==> config.mk <==
export PLATFORM = sky130hd
export DESIGN_NAME = nmea_sentence_checker_gga_decoder
export DESIGN_NICKNAME = d
export VERILOG_FILES = /design/src/design/nmea_gga_pkg.sv /design/src/design/nmea_sentence_checker_gga_decoder.sv
export SDC_FILE = /design/constraint.sdc
export NUM_CORES = 1
export LEC_CHECK = 0
export ABC_AREA = 0
export BUFFER_PORTS_ARGS = -buffer_cell sky130_fd_sc_hd__buf_2
export CORE_MARGIN = 2
export CORE_UTILIZATION = 26
export DETAILED_ROUTE_END_ITERATION = 16
export HOLD_SLACK_MARGIN = 0.03
export PLACE_DENSITY = 0.48
export SLEW_MARGIN = 20
export SYNTH_ARGS = -nofsm -noshare
export SYNTH_HDL_FRONTEND = slang
export SYNTH_SLANG_ARGS = --single-unit
==> constraint.sdc <==
create_clock -name clk -period 6.43 [get_ports clk]
set_input_delay 0.3215 -clock clk [delete_from_list [all_inputs] [get_ports clk]]
set_output_delay 0.3215 -clock clk [all_outputs]
set_load 0.01 [all_outputs]
==> src/design/nmea_gga_pkg.sv <==
// ----------------------------------------------------------------------------
// NMEA GGA decoder package
// Character codes, header patterns, enum types and helpers shared by the
// sentence checker and its port checker.
// ----------------------------------------------------------------------------
package nmea_gga_pkg;

	// ASCII characters of interest
	localparam logic [7:0] CH_DOLLAR = 8'h24;
	localparam logic [7:0] CH_STAR   = 8'h2A;
	localparam logic [7:0] CH_COMMA  = 8'h2C;
	localparam logic [7:0] CH_ZERO   = 8'h30;
	localparam logic [7:0] CH_S      = 8'h53;
	localparam logic [7:0] CH_W      = 8'h57;

	// offset from a nibble of 10..15 to 'A'..'F'
	localparam logic [7:0] HEX_ALPHA_OFS = 8'd55;

	// five header characters, first one in the high bits
	localparam logic [39:0] HDR_GGA = 40'h4750474741;
	localparam logic [39:0] HDR_VTG = 40'h4750565447;
	localparam logic [39:0] HDR_RMC = 40'h4750524D43;
	localparam logic [39:0] HDR_GSV = 40'h4750475356;

	localparam int unsigned HDR_LEN = 5;

	// GGA field indexes (commas before the field)
	localparam logic [4:0] FLD_LAT_DIR = 5'd3;
	localparam logic [4:0] FLD_LON_DIR = 5'd5;
	localparam logic [4:0] FLD_FIX     = 5'd6;
	localparam logic [4:0] FLD_SATS    = 5'd7;

	localparam logic [4:0] COMMA_MAX = 5'd31;

	typedef enum logic [2:0] {
		KIND_UNKNOWN = 3'd0,
		KIND_GGA     = 3'd1,
		KIND_VTG     = 3'd2,
		KIND_RMC     = 3'd3,
		KIND_GSV     = 3'd4
	} kind_t;

	// where the parser stands after the '$'
	typedef enum logic [1:0] {
		TRL_BODY = 2'd0,
		TRL_HEX1 = 2'd1,
		TRL_HEX2 = 2'd2
	} trl_t;

	// what the next body byte means for field capture
	typedef enum logic [1:0] {
		DIG_NONE   = 2'd0,
		DIG_FIRST  = 2'd1,
		DIG_SECOND = 2'd2
	} dig_t;

	// uppercase hex ASCII of one nibble
	function automatic logic [7:0] hex_char(input logic [3:0] nib);
		logic [7:0] wide;
		wide = {4'd0, nib};
		if (nib <= 4'd9)
			return wide + CH_ZERO;
		else
			return wide + HEX_ALPHA_OFS;
	endfunction

	function automatic kind_t kind_of(input logic [7:0] body_len, input logic [39:0] hdr);
		kind_t k;
		k = KIND_UNKNOWN;
		if (body_len >= 8'(HDR_LEN)) begin
			if (hdr == HDR_GGA)      k = KIND_GGA;
			else if (hdr == HDR_VTG) k = KIND_VTG;
			else if (hdr == HDR_RMC) k = KIND_RMC;
			else if (hdr == HDR_GSV) k = KIND_GSV;
		end
		return k;
	endfunction

endpackage

==> src/design/nmea_sentence_checker_gga_decoder.sv <==
// ----------------------------------------------------------------------------
// NMEA sentence checker with GGA decode
// Checks the XOR checksum of NMEA 0183 sentences, classifies the header and
// keeps the fix, satellite count and hemisphere flags of checked GGA lines.
// ----------------------------------------------------------------------------
//
// Channel   Dir  Width  Contents
// s_*       in   8      tdata: rx_byte
// m_*       out  48     tdata: echo_byte, field_number, checksum_good,
//                       computed_xor, fix_status, fix_valid, satellite_count,
//                       latitude_south, longitude_west
//                       tuser: sentence_kind   tlast: sentence_done
//
// One byte per cycle. Each accepted byte yields exactly one result
// transaction in the cycle after it is taken, from the parser state registers through a
// single level of decode logic into the output register.
// s_tready is low only while a result sits in the output register and the
// sink holds m_tready low; the next byte is taken in the cycle the result
// leaves. Reset clears all parser state, held GGA values and m_tvalid.
// ----------------------------------------------------------------------------
module nmea_sentence_checker_gga_decoder #(
	parameter int unsigned MAX_BODY_BYTES = 100	// overlength limit, 16..255
) (
	input  logic        clk,
	input  logic        arst_n,

	input  logic        s_tvalid,
	output logic        s_tready,
	input  logic [7:0]  s_tdata,	// [7:0] rx_byte

	output logic        m_tvalid,
	input  logic        m_tready,
	output logic [47:0] m_tdata,	// [7:0] echo_byte, [12:8] field_number,
	                            	// [13] checksum_good, [21:14] computed_xor,
	                            	// [29:22] fix_status, [30] fix_valid,
	                            	// [38:31] satellite_count, [39] latitude_south,
	                            	// [40] longitude_west, [47:41] zero
	output logic [2:0]  m_tuser,	// [2:0] sentence_kind
	output logic        m_tlast 	// sentence_done
);

	// ---------------------------------------------------------------- state
	logic                 inside_q;
	logic [7:0]           body_len_q;
	logic [7:0]           xor_q;
	logic [4:0]           comma_q;
	logic [39:0]          hdr_q;
	nmea_gga_pkg::trl_t   trl_q;
	logic [7:0]           first_hex_q;
	nmea_gga_pkg::dig_t   dig_q;
	logic [7:0]           pend_status_q;
	logic [7:0]           pend_sats_q;
	logic [1:0]           pend_dirs_q;	// bit0 south, bit1 west
	logic [7:0]           held_status_q;
	logic [7:0]           held_sats_q;
	logic [1:0]           held_dirs_q;

	// next values
	logic                 inside_d;
	logic [7:0]           body_len_d;
	logic [7:0]           xor_d;
	logic [4:0]           comma_d;
	logic [39:0]          hdr_d;
	nmea_gga_pkg::trl_t   trl_d;
	logic [7:0]           first_hex_d;
	nmea_gga_pkg::dig_t   dig_d;
	logic [7:0]           pend_status_d;
	logic [7:0]           pend_sats_d;
	logic [1:0]           pend_dirs_d;
	logic [7:0]           held_status_d;
	logic [7:0]           held_sats_d;
	logic [1:0]           held_dirs_d;
	logic                 done_d;
	logic                 good_d;

	// output register
	logic                 out_valid_q;
	logic [47:0]          out_data_q;
	logic [2:0]           out_kind_q;
	logic                 out_last_q;
	logic [47:0]          out_data_d;
	nmea_gga_pkg::kind_t  kind_d;

	logic                 take;
	logic [7:0]           b;
	logic [7:0]           b_digit;	// byte minus '0'
	logic [7:0]           body_inc;
	nmea_gga_pkg::kind_t  kind_cur;

	// Output register frees up in the same cycle its result is taken.
	assign s_tready = !out_valid_q || m_tready;
	assign take     = s_tvalid && s_tready;

	assign b        = s_tdata;
	assign b_digit  = b - nmea_gga_pkg::CH_ZERO;
	assign body_inc = body_len_q + 8'd1;
	assign kind_cur = nmea_gga_pkg::kind_of(body_len_q, hdr_q);

	// ------------------------------------------------------ next-state logic
	always_comb begin
		inside_d      = inside_q;
		body_len_d    = body_len_q;
		xor_d         = xor_q;
		comma_d       = comma_q;
		hdr_d         = hdr_q;
		trl_d         = trl_q;
		first_hex_d   = first_hex_q;
		dig_d         = dig_q;
		pend_status_d = pend_status_q;
		pend_sats_d   = pend_sats_q;
		pend_dirs_d   = pend_dirs_q;
		held_status_d = held_status_q;
		held_sats_d   = held_sats_q;
		held_dirs_d   = held_dirs_q;
		done_d        = 1'b0;
		good_d        = 1'b0;

		if (b == nmea_gga_pkg::CH_DOLLAR) begin
			// restart; shadow copies start from the committed values
			inside_d      = 1'b1;
			body_len_d    = '0;
			xor_d         = '0;
			comma_d       = '0;
			hdr_d         = '0;
			trl_d         = nmea_gga_pkg::TRL_BODY;
			first_hex_d   = '0;
			dig_d         = nmea_gga_pkg::DIG_NONE;
			pend_status_d = held_status_q;
			pend_sats_d   = held_sats_q;
			pend_dirs_d   = held_dirs_q;
		end else if (inside_q) begin
			unique case (trl_q)
				nmea_gga_pkg::TRL_BODY: begin
					dig_d = nmea_gga_pkg::DIG_NONE;
					if (dig_q == nmea_gga_pkg::DIG_FIRST) begin
						case (comma_q)
							nmea_gga_pkg::FLD_LAT_DIR:
								pend_dirs_d[0] = (b == nmea_gga_pkg::CH_S);
							nmea_gga_pkg::FLD_LON_DIR:
								pend_dirs_d[1] = (b == nmea_gga_pkg::CH_W);
							nmea_gga_pkg::FLD_FIX:
								pend_status_d = b;
							nmea_gga_pkg::FLD_SATS: begin
								if (b == nmea_gga_pkg::CH_COMMA) begin
									pend_sats_d = '0;	// empty field
								end else begin
									pend_sats_d = 8'(b_digit * 8'd10);
									dig_d       = nmea_gga_pkg::DIG_SECOND;
								end
							end
							default: ;
						endcase
					end else if (dig_q == nmea_gga_pkg::DIG_SECOND) begin
						pend_sats_d = pend_sats_q + b_digit;
					end

					if (b == nmea_gga_pkg::CH_STAR) begin
						trl_d = nmea_gga_pkg::TRL_HEX1;
						dig_d = nmea_gga_pkg::DIG_NONE;
					end else begin
						xor_d = xor_q ^ b;
						if (body_len_q < 8'(nmea_gga_pkg::HDR_LEN))
							hdr_d = {hdr_q[31:0], b};
						body_len_d = body_inc;
						if (b == nmea_gga_pkg::CH_COMMA) begin
							if (comma_q < nmea_gga_pkg::COMMA_MAX)
								comma_d = comma_q + 5'd1;
							dig_d = nmea_gga_pkg::DIG_FIRST;
						end
						// overlength: no '*' in time
						if (body_inc >= 8'(MAX_BODY_BYTES)) begin
							done_d   = 1'b1;
							inside_d = 1'b0;
							dig_d    = nmea_gga_pkg::DIG_NONE;
						end
					end
				end
				nmea_gga_pkg::TRL_HEX1: begin
					first_hex_d = b;
					trl_d       = nmea_gga_pkg::TRL_HEX2;
				end
				nmea_gga_pkg::TRL_HEX2: begin
					done_d = 1'b1;
					good_d = (first_hex_q == nmea_gga_pkg::hex_char(xor_q[7:4])) &&
					         (b == nmea_gga_pkg::hex_char(xor_q[3:0]));
					if (good_d && kind_cur == nmea_gga_pkg::KIND_GGA) begin
						held_status_d = pend_status_q;
						held_sats_d   = pend_sats_q;
						held_dirs_d   = pend_dirs_q;
					end
					inside_d = 1'b0;
					trl_d    = nmea_gga_pkg::TRL_BODY;
				end
				default: begin
					trl_d = nmea_gga_pkg::TRL_BODY;
				end
			endcase
		end
	end

	// ---------------------------------------------------------- result logic
	always_comb begin
		kind_d     = nmea_gga_pkg::kind_of(body_len_d, hdr_d);
		out_data_d = '0;
		out_data_d[7:0]   = b;
		out_data_d[12:8]  = comma_d;
		out_data_d[13]    = good_d;
		out_data_d[21:14] = xor_d;
		out_data_d[29:22] = held_status_d;
		out_data_d[30]    = (held_status_d != nmea_gga_pkg::CH_ZERO);
		out_data_d[38:31] = held_sats_d;
		out_data_d[39]    = held_dirs_d[0];
		out_data_d[40]    = held_dirs_d[1];
	end

	// ------------------------------------------------------------- registers
	always_ff @(posedge clk or negedge arst_n) begin
		if (!arst_n) begin
			inside_q      <= 1'b0;
			body_len_q    <= '0;
			xor_q         <= '0;
			comma_q       <= '0;
			hdr_q         <= '0;
			trl_q         <= nmea_gga_pkg::TRL_BODY;
			first_hex_q   <= '0;
			dig_q         <= nmea_gga_pkg::DIG_NONE;
			pend_status_q <= '0;
			pend_sats_q   <= '0;
			pend_dirs_q   <= '0;
			held_status_q <= '0;
			held_sats_q   <= '0;
			held_dirs_q   <= '0;
		end else if (take) begin
			inside_q      <= inside_d;
			body_len_q    <= body_len_d;
			xor_q         <= xor_d;
			comma_q       <= comma_d;
			hdr_q         <= hdr_d;
			trl_q         <= trl_d;
			first_hex_q   <= first_hex_d;
			dig_q         <= dig_d;
			pend_status_q <= pend_status_d;
			pend_sats_q   <= pend_sats_d;
			pend_dirs_q   <= pend_dirs_d;
			held_status_q <= held_status_d;
			held_sats_q   <= held_sats_d;
			held_dirs_q   <= held_dirs_d;
		end
	end

	always_ff @(posedge clk or negedge arst_n) begin
		if (!arst_n) begin
			out_valid_q <= 1'b0;
		end else if (take) begin
			out_valid_q <= 1'b1;
		end else if (m_tready) begin
			out_valid_q <= 1'b0;
		end
	end

	// result payload, loaded with each accepted byte
	always_ff @(posedge clk) begin
		if (take) begin
			out_data_q <= out_data_d;
			out_kind_q <= kind_d;
			out_last_q <= done_d;
		end
	end

	assign m_tvalid = out_valid_q;
	assign m_tdata  = out_data_q;
	assign m_tuser  = out_kind_q;
	assign m_tlast  = out_last_q;

endmodule

* Yosys cells after proc, flatten, opt, wreduce, memory -nomap -nowiden
Cells that the tools add are included.
** Storage, ports and cells
- ROM bits :: 0
- Memories :: 0
- Flip-flop bits (word level) :: 156
- Bits in latches :: 0
- Logic and storage cells :: 186
- Bits in writable memories :: 0
- Bits of input ports :: 12
** Cells by class
- Eq/ne operators :: 27
- Bitwise logic cells :: 4
- $lt $le $gt $ge :: 7
- Shifts and indexed selects :: 0
- Reductions and logical operators :: 26
- Multiply operators :: 1
- Div/mod/pow operators :: 0
- $add $sub $neg :: 8
- Multiplexer cells :: 91
** Operator list (number)
- $eq 40x39->1 const B :: 8
- $mux 8 :: 37
- $mux 40 :: 5
- $mux 2 :: 21
- $mux 5 :: 6
- $add 4x6->7 const B :: 4
- $eq 8x6->1 const B :: 3
- $reduce_and 5->1 :: 4
- $mux 3 :: 6
- $eq 8x7->1 const B :: 2
- $eq 8x8->1 :: 2
- $ge 8x3->1 const B :: 2
- $reduce_bool 2->1 :: 8
- $eq 5x3->1 const B :: 3
- $mux 7 :: 2
- $mux 1 :: 11
- $reduce_and 3->1 :: 3
- $add 8x1->8 const B :: 1
- $add 8x8->8 :: 1
- $ge 8x7->1 const B :: 1
- $le 4x4->1 const B :: 2
- $lt 8x3->1 const B :: 1
- $mul 8x3->7 const B :: 1
- $ne 8x6->1 const B :: 1
- other kinds (21) :: 29

* Logic depth before layout (Yosys ltp)
- Word-level depth :: 13
- Depth in mapped cells :: 13

* Worst setup path after synthesis
Ideal clock, no wire load.
- Kind :: input port to flip-flop
- Start :: input s_tdata[4]
- End :: register out_data_q[22] (netlist: m_tdata[22]), data pin
- Path buffers :: 4
- Cell stages on the path :: 12
- Library setup time :: 0.262 ns
- Slack :: 2.947 ns
- Data arrival time :: 3.220 ns
- Cell sequence :: clkbuf_1 -> inv_1 -> ha_1 -> or4b_1 -> or4_1 -> buf_2 -> nand3b_1 -> or4_1 -> nor4_1 -> clkbuf_1 -> buf_2 -> mux2_1
** On the way
- Cells in the longest elaborated chain, start to end :: 7
- Elaborated cells between the ends (all ways) :: 8
** Ends and longest elaborated chain
- from (decl) :: RTL line nmea_sentence_checker_gga_decoder.sv:29 : input logic [7:0] s_tdata,
- $eq 8x8->1 :: RTL line nmea_sentence_checker_gga_decoder.sv:185 : (b == nmea_gga_pkg::hex_char(xor_q[3:0]));
- $logic_and 1x1->1 :: RTL line nmea_sentence_checker_gga_decoder.sv:184 : good_d = (first_hex_q == nmea_gga_pkg::hex_char(xor_q[7:4])) &&
- $logic_and 1x1->1 :: RTL line nmea_sentence_checker_gga_decoder.sv:186 : if (good_d && kind_cur == nmea_gga_pkg::KIND_GGA) begin
- $mux 8 :: RTL line nmea_sentence_checker_gga_decoder.sv:186
- $mux 8 :: RTL line nmea_sentence_checker_gga_decoder.sv:132 : unique case (trl_q)
- $mux 8 :: RTL line nmea_sentence_checker_gga_decoder.sv:131 : end else if (inside_q) begin
- $mux 8 * :: RTL line nmea_sentence_checker_gga_decoder.sv:118 : if (b == nmea_gga_pkg::CH_DOLLAR) begin
- via held_status_d[0] :: RTL line nmea_sentence_checker_gga_decoder.sv:70 : logic [7:0] held_status_d;
- to (signal assigned) :: RTL line nmea_sentence_checker_gga_decoder.sv:264 : out_data_q <= out_data_d;
- to (decl) :: RTL line nmea_sentence_checker_gga_decoder.sv:78 : logic [47:0] out_data_q;
The timed path passes the listed nets; every way through them passes the cells marked *.
A chain may end at the register's enable or synchronous reset.

* Worst setup path in the final report
- Start :: register xor_q[4]
- End :: register held_sats_q[0]
** On the way
- Cells in the longest elaborated chain, start to end :: 12
- Elaborated cells between the ends (all ways) :: 14
** Ends and longest elaborated chain
- from (decl) :: RTL line nmea_sentence_checker_gga_decoder.sv:45 : logic [7:0] xor_q;
- from (signal assigned) :: RTL line nmea_sentence_checker_gga_decoder.sv:236 : xor_q <= xor_d;
- $add 4x6->7, or another cell as far along :: RTL line nmea_gga_pkg.sv:64 : return wide + HEX_ALPHA_OFS;
- $mux 7 * :: RTL line nmea_gga_pkg.sv:61 : if (nib <= 4'd9)
- $mux 8 * :: RTL line nmea_sentence_checker_gga_decoder.sv:132
- $mux 8 * :: RTL line nmea_sentence_checker_gga_decoder.sv:131
- $mux 8 * :: RTL line nmea_sentence_checker_gga_decoder.sv:118
- $eq 8x8->1 * :: RTL line nmea_sentence_checker_gga_decoder.sv:184
- $logic_and 1x1->1 * :: RTL line nmea_sentence_checker_gga_decoder.sv:184
- $logic_and 1x1->1 * :: RTL line nmea_sentence_checker_gga_decoder.sv:186
- $mux 8 * :: RTL line nmea_sentence_checker_gga_decoder.sv:186
- $mux 8 * :: RTL line nmea_sentence_checker_gga_decoder.sv:132
- $mux 8 * :: RTL line nmea_sentence_checker_gga_decoder.sv:131
- $mux 8 * :: RTL line nmea_sentence_checker_gga_decoder.sv:118
- to (signal assigned) :: RTL line nmea_sentence_checker_gga_decoder.sv:246 : held_sats_q <= held_sats_d;
- to (decl) :: RTL line nmea_sentence_checker_gga_decoder.sv:55 : logic [7:0] held_sats_q;
Mark *: on every way between the ends. The rest lies on a longest branch, timed or not. The select of a mux whose other input is x is not followed.

==> results <==
- The number of DRC violations after detailed-routing iteration 0 is 446.
- The number of global-route vias before repair came to about 6,000.
- The clock slew seen by the registers of the worst setup and hold paths is roughly 70 ps.
- The kind of end point of the critical path is a register.
- The worst path setup slack after routing is 2780 ps.
- The final-layout setup total negative slack is 0 ps.
- After detailed routing, the number of remaining DRC violations is 0.
- Counting flops with an async set or reset pin after synthesis yields a share of 0.712.
- The launching point of the worst reg2reg path is xor_q[4].
- In this run the worst hold path is classified as in2reg.
- After synthesis, the cell types taking the most area are sky130_fd_sc_hd__dfrtp_1 (34%), sky130_fd_sc_hd__edfxtp_1 (16%), sky130_fd_sc_hd__a22o_1 (5.0%), sky130_fd_sc_hd__ha_1 (4.1%), sky130_fd_sc_hd__nand2_1 (3.9%).
- The clock tree root driver cell is sky130_fd_sc_hd__clkbuf_16.
- The number of vias in the routed layout is between 6,000 and 7,000.
- Power spread over the standard cell area amounts to ~260 nW/um2.
- The initial antenna violation count came to 0.
- The hold buffer count at cts is 1.
- The number of rows in the core area is 65.
- The kind of critical path is reg2reg.
- The number of cells produced by synthesis is slightly below 800.
- Summed over all layers, the global routing overflow is 0.
- The post-synthesis area per instance is 10.5 um2.
- Based on the critical path, the design can be clocked at up to 0.274 GHz.
- The period utilization is 0.567.
- The number of flip-flops under the largest register name is 41.
- The worst relative slew slack is 0.354.
- The register bit total from synthesis is about 160.
- The pin count of the biggest net entering global routing is 75.
- Of the cells placed in the final design, the portion with a size suffix greater than 1 is 0.151.
- In this design, the stage delay of the slowest critical-path cell is about 670 ps.
- The cell area that synthesis handed to floorplanning was 8210 um2.
- The endpoint identified for the worst register-to-register timing path is held_sats_q[0].
- In this run the post-CTS setup repair buffer count came out at 0.
- The most used flip-flop cell after synthesis is sky130_fd_sc_hd__dfrtp_1.
- The Yosys step of the flow raised 0 warnings.
- In the global route stage, overall resource usage came out at 0.140.
- The area share of the largest cell type after synthesis is 0.338.
- The number of levels in the clock H-tree is 4.
- The effective utilization at floorplan is 0.262.
- The number of max-cap violations is 0.
- The floorplan step defined a die boundary enclosing about 33,000 um2.
- The clock tree from TritonCTS is yes.
- The startpoint identified for the worst hold timing path is s_tvalid.
- The filler cells instantiated in the layout total roughly 3,200.
- The global placer's final weighted congestion is between 0.7 and 0.8.
- In this run the standard cell core region covers around 31,000 um2.
- Once detail routing completed, the nets flagged for antenna violations numbered 0.
- On the critical path, the stage with the largest delay is an instance of sky130_fd_sc_hd__nand2_1.
- The quantity of I/O buffers inserted on ports is between 50 and 60.
- The number of clock buffers added by TritonCTS is 17.
- The first-pass GRT wire length is 35.7 mm.
- Detailed placement ended at an HPWL of between 10 and 15 mm.
- Setup repair after global routing left no endpoint under its margin.
- The post-cts sizing count is 0.
- The final max-slew violation count is 0.
- The pre-CTS worst setup slack is roughly 2500 ps.
- The number of enable flip-flop cells after synthesis is between 40 and 50.
- The largest driver fanout on the critical path is 18.
- The growth of design area from synthesis to finish is 16.1%.
- The number of endpoints with negative hold slack in the final report is 0.
- The maximum root-to-sink buffer count is 2.
- The overall routed net length is 22.0 mm.
- The first detailed-routing pass ran for 5 iterations.
- The antenna diode count is 0.
- The x dimension of the die is between 150 and 200 um.
- The per-cell via count in the routed design is 5.00.
- STA classifies the critical path startpoint as a register.
- For the worst flop-to-flop path, the logic depth is 9.
- Yosys mapped the design onto 74 distinct sky130hd cell types.
- During I/O placement, the number of pins put on the boundary was 66.
- Traced cell by cell, the critical path runs through inv_1 -> ha_1 -> o21bai_1 -> a21oi_1 -> o21a_1 -> or4_1 -> nor4_2 -> nand2_1 -> mux2_1.
- The data required time of the worst path is 6740 ps.
- The endpoint arrival time on the critical path is ~4000 ps.
- The largest clock skew in the final design is between 10 and 15 ps.
- The slew at the pin with the worst max-slew slack is roughly 970 ps.
- The number of cells on the worst hold path is 2.
- The worst-case hold path end point is m_tvalid.
- The clock drives about 160 sinks.
- The register-to-register path setup slack is 2780 ps.
- The analysis attributes to cell leakage a power of between 4 and 5 nW.
- The part of the Yosys area used for sequential elements is 0.503.
- The largest vdd supply drop is around 0.00019 V.
- The smallest clock period supported by the final layout is computed as between 3000 and 4000 ps.
- In the synthesized netlist, the cells that appear most often are sky130_fd_sc_hd__dfrtp_1 (111), sky130_fd_sc_hd__nand2_1 (85), sky130_fd_sc_hd__nor2_1 (51), sky130_fd_sc_hd__a22o_1 (47), sky130_fd_sc_hd__edfxtp_1 (45).
- The routed length per placed instance is ~18 um.
- Setup violations remaining at the end of the flow were counted as 0.
- The most repeated cell in the gate-level netlist after synthesis is sky130_fd_sc_hd__dfrtp_1.
- The die boundary height is about 180 um.
- The total chip power is roughly 2.5 mW.
- The cell type contributing the most total cell area after synthesis is sky130_fd_sc_hd__dfrtp_1.
- The clock latency on the worst-skew pair is 440 ps.
- The run finished with clean final reports.
- In the final design database the tool counted 865 nets.
worst max path at each step:
stage | startpoint | to | cells past startpoint
2_1_floorplan | s_tdata[4] | m_tdata[22] | 12
3_3_place_gp | s_tdata[4] | m_tuser[1] | 11
3_5_place_dp | s_tdata[4] | m_tuser[1] | 11
4_1_cts | xor_q[4] | held_sats_q[4] | 9
5_1_grt | xor_q[0] | held_sats_q[0] | 8
6_report | xor_q[4] | held_sats_q[0] | 9
routing by layer:
metal | share of wire | vias to the layer above | global-route usage | routed length, um
li1 | - | 2967 | - | -
met1 | 0.50 | 3105 | 0.198 | 10900
met2 | 0.46 | 104 | 0.214 | 10100
met3 | 0.029 | 21 | 0.0273 | 634
met4 | 0.014 | 0 | 0.0446 | 319
met5 | 0 | - | 0 | 0
cells in the final DEF, fill, tap and decap left out, types with 22 or more instances in the layout:
cell                       count
sky130_fd_sc_hd__edfxtp_1     45
sky130_fd_sc_hd__a22o_1       47
sky130_fd_sc_hd__nand2_1      85
sky130_fd_sc_hd__inv_1        22
sky130_fd_sc_hd__o21ai_0      42
sky130_fd_sc_hd__mux2_1       27
sky130_fd_sc_hd__nor2_1       49
sky130_fd_sc_hd__ha_1         27
sky130_fd_sc_hd__dfrtp_1     111
sky130_fd_sc_hd__buf_2        57
sky130_fd_sc_hd__a21oi_1      33
cell families after synthesis:
| logic type | Yosys count | share of synthesized area |
|---|---|---|
| AO/OA/AOI/OAI | 196 | 0.166 |
| AND/OR/NAND/NOR | 255 | 0.160 |
| multiplexers | 41 | 0.0560 |
| XOR/XNOR | 25 | 0.0267 |
| other | 1 | 0.000457 |
| adder cells (fa/ha/maj) | 29 | 0.0460 |
| buffers and inverters | 80 | 0.0419 |
| flip-flops | 156 | 0.503 |
area by class of cell:
type	count	area [um2]	share of cell area
clock buffers	18	439	0.0461
clock inverters	14	180	0.0189
inverters	24	90.1	0.00945
multi-input cells	553	3780	0.396
flip-flops and latches	156	4130	0.433
well taps	402	503	0.0528
repair buffers	72	413	0.0433
metrics by stage:
| stage | area [um2] | utilization | std cells | hold WS [ps] |
|---|---|---|---|---|
| finish | 9530 | 0.304 | 1239 | 88.2 |
| global route | 9530 | 0.304 | 1239 | 95.4 |
| CTS | 9510 | 0.304 | 1238 | 62.4 |
| detailed placement | 8880 | 0.284 | 1205 | 345 |
| global placement | 8880 | 0.284 | 1205 | 345 |
| floorplan | 8230 | - | 789 | 25.9 |
where the power goes:
group | internal (mW) | leakage (nW) | switching, mW
Sequential | 1.08 | 1.93 | 0.0497
Combinational | 0.122 | 1.84 | 0.195
Clock | 0.628 | 0.298 | 0.445
Total | 1.83 | 4.07 | 0.690
critical path, delay by kind of cell (launching register included):
family / cells / cell delay (ps)
buffers and inverters: 1 / 100
adders and majority gates: 1 / 220
AOI/OAI and AO/OA: 3 / 590
muxes: 1 / 560
and+or+nand+nor: 3 / 1660
DFF: 1 / 410
No activity file was read; power rests on OpenSTA's default activity.
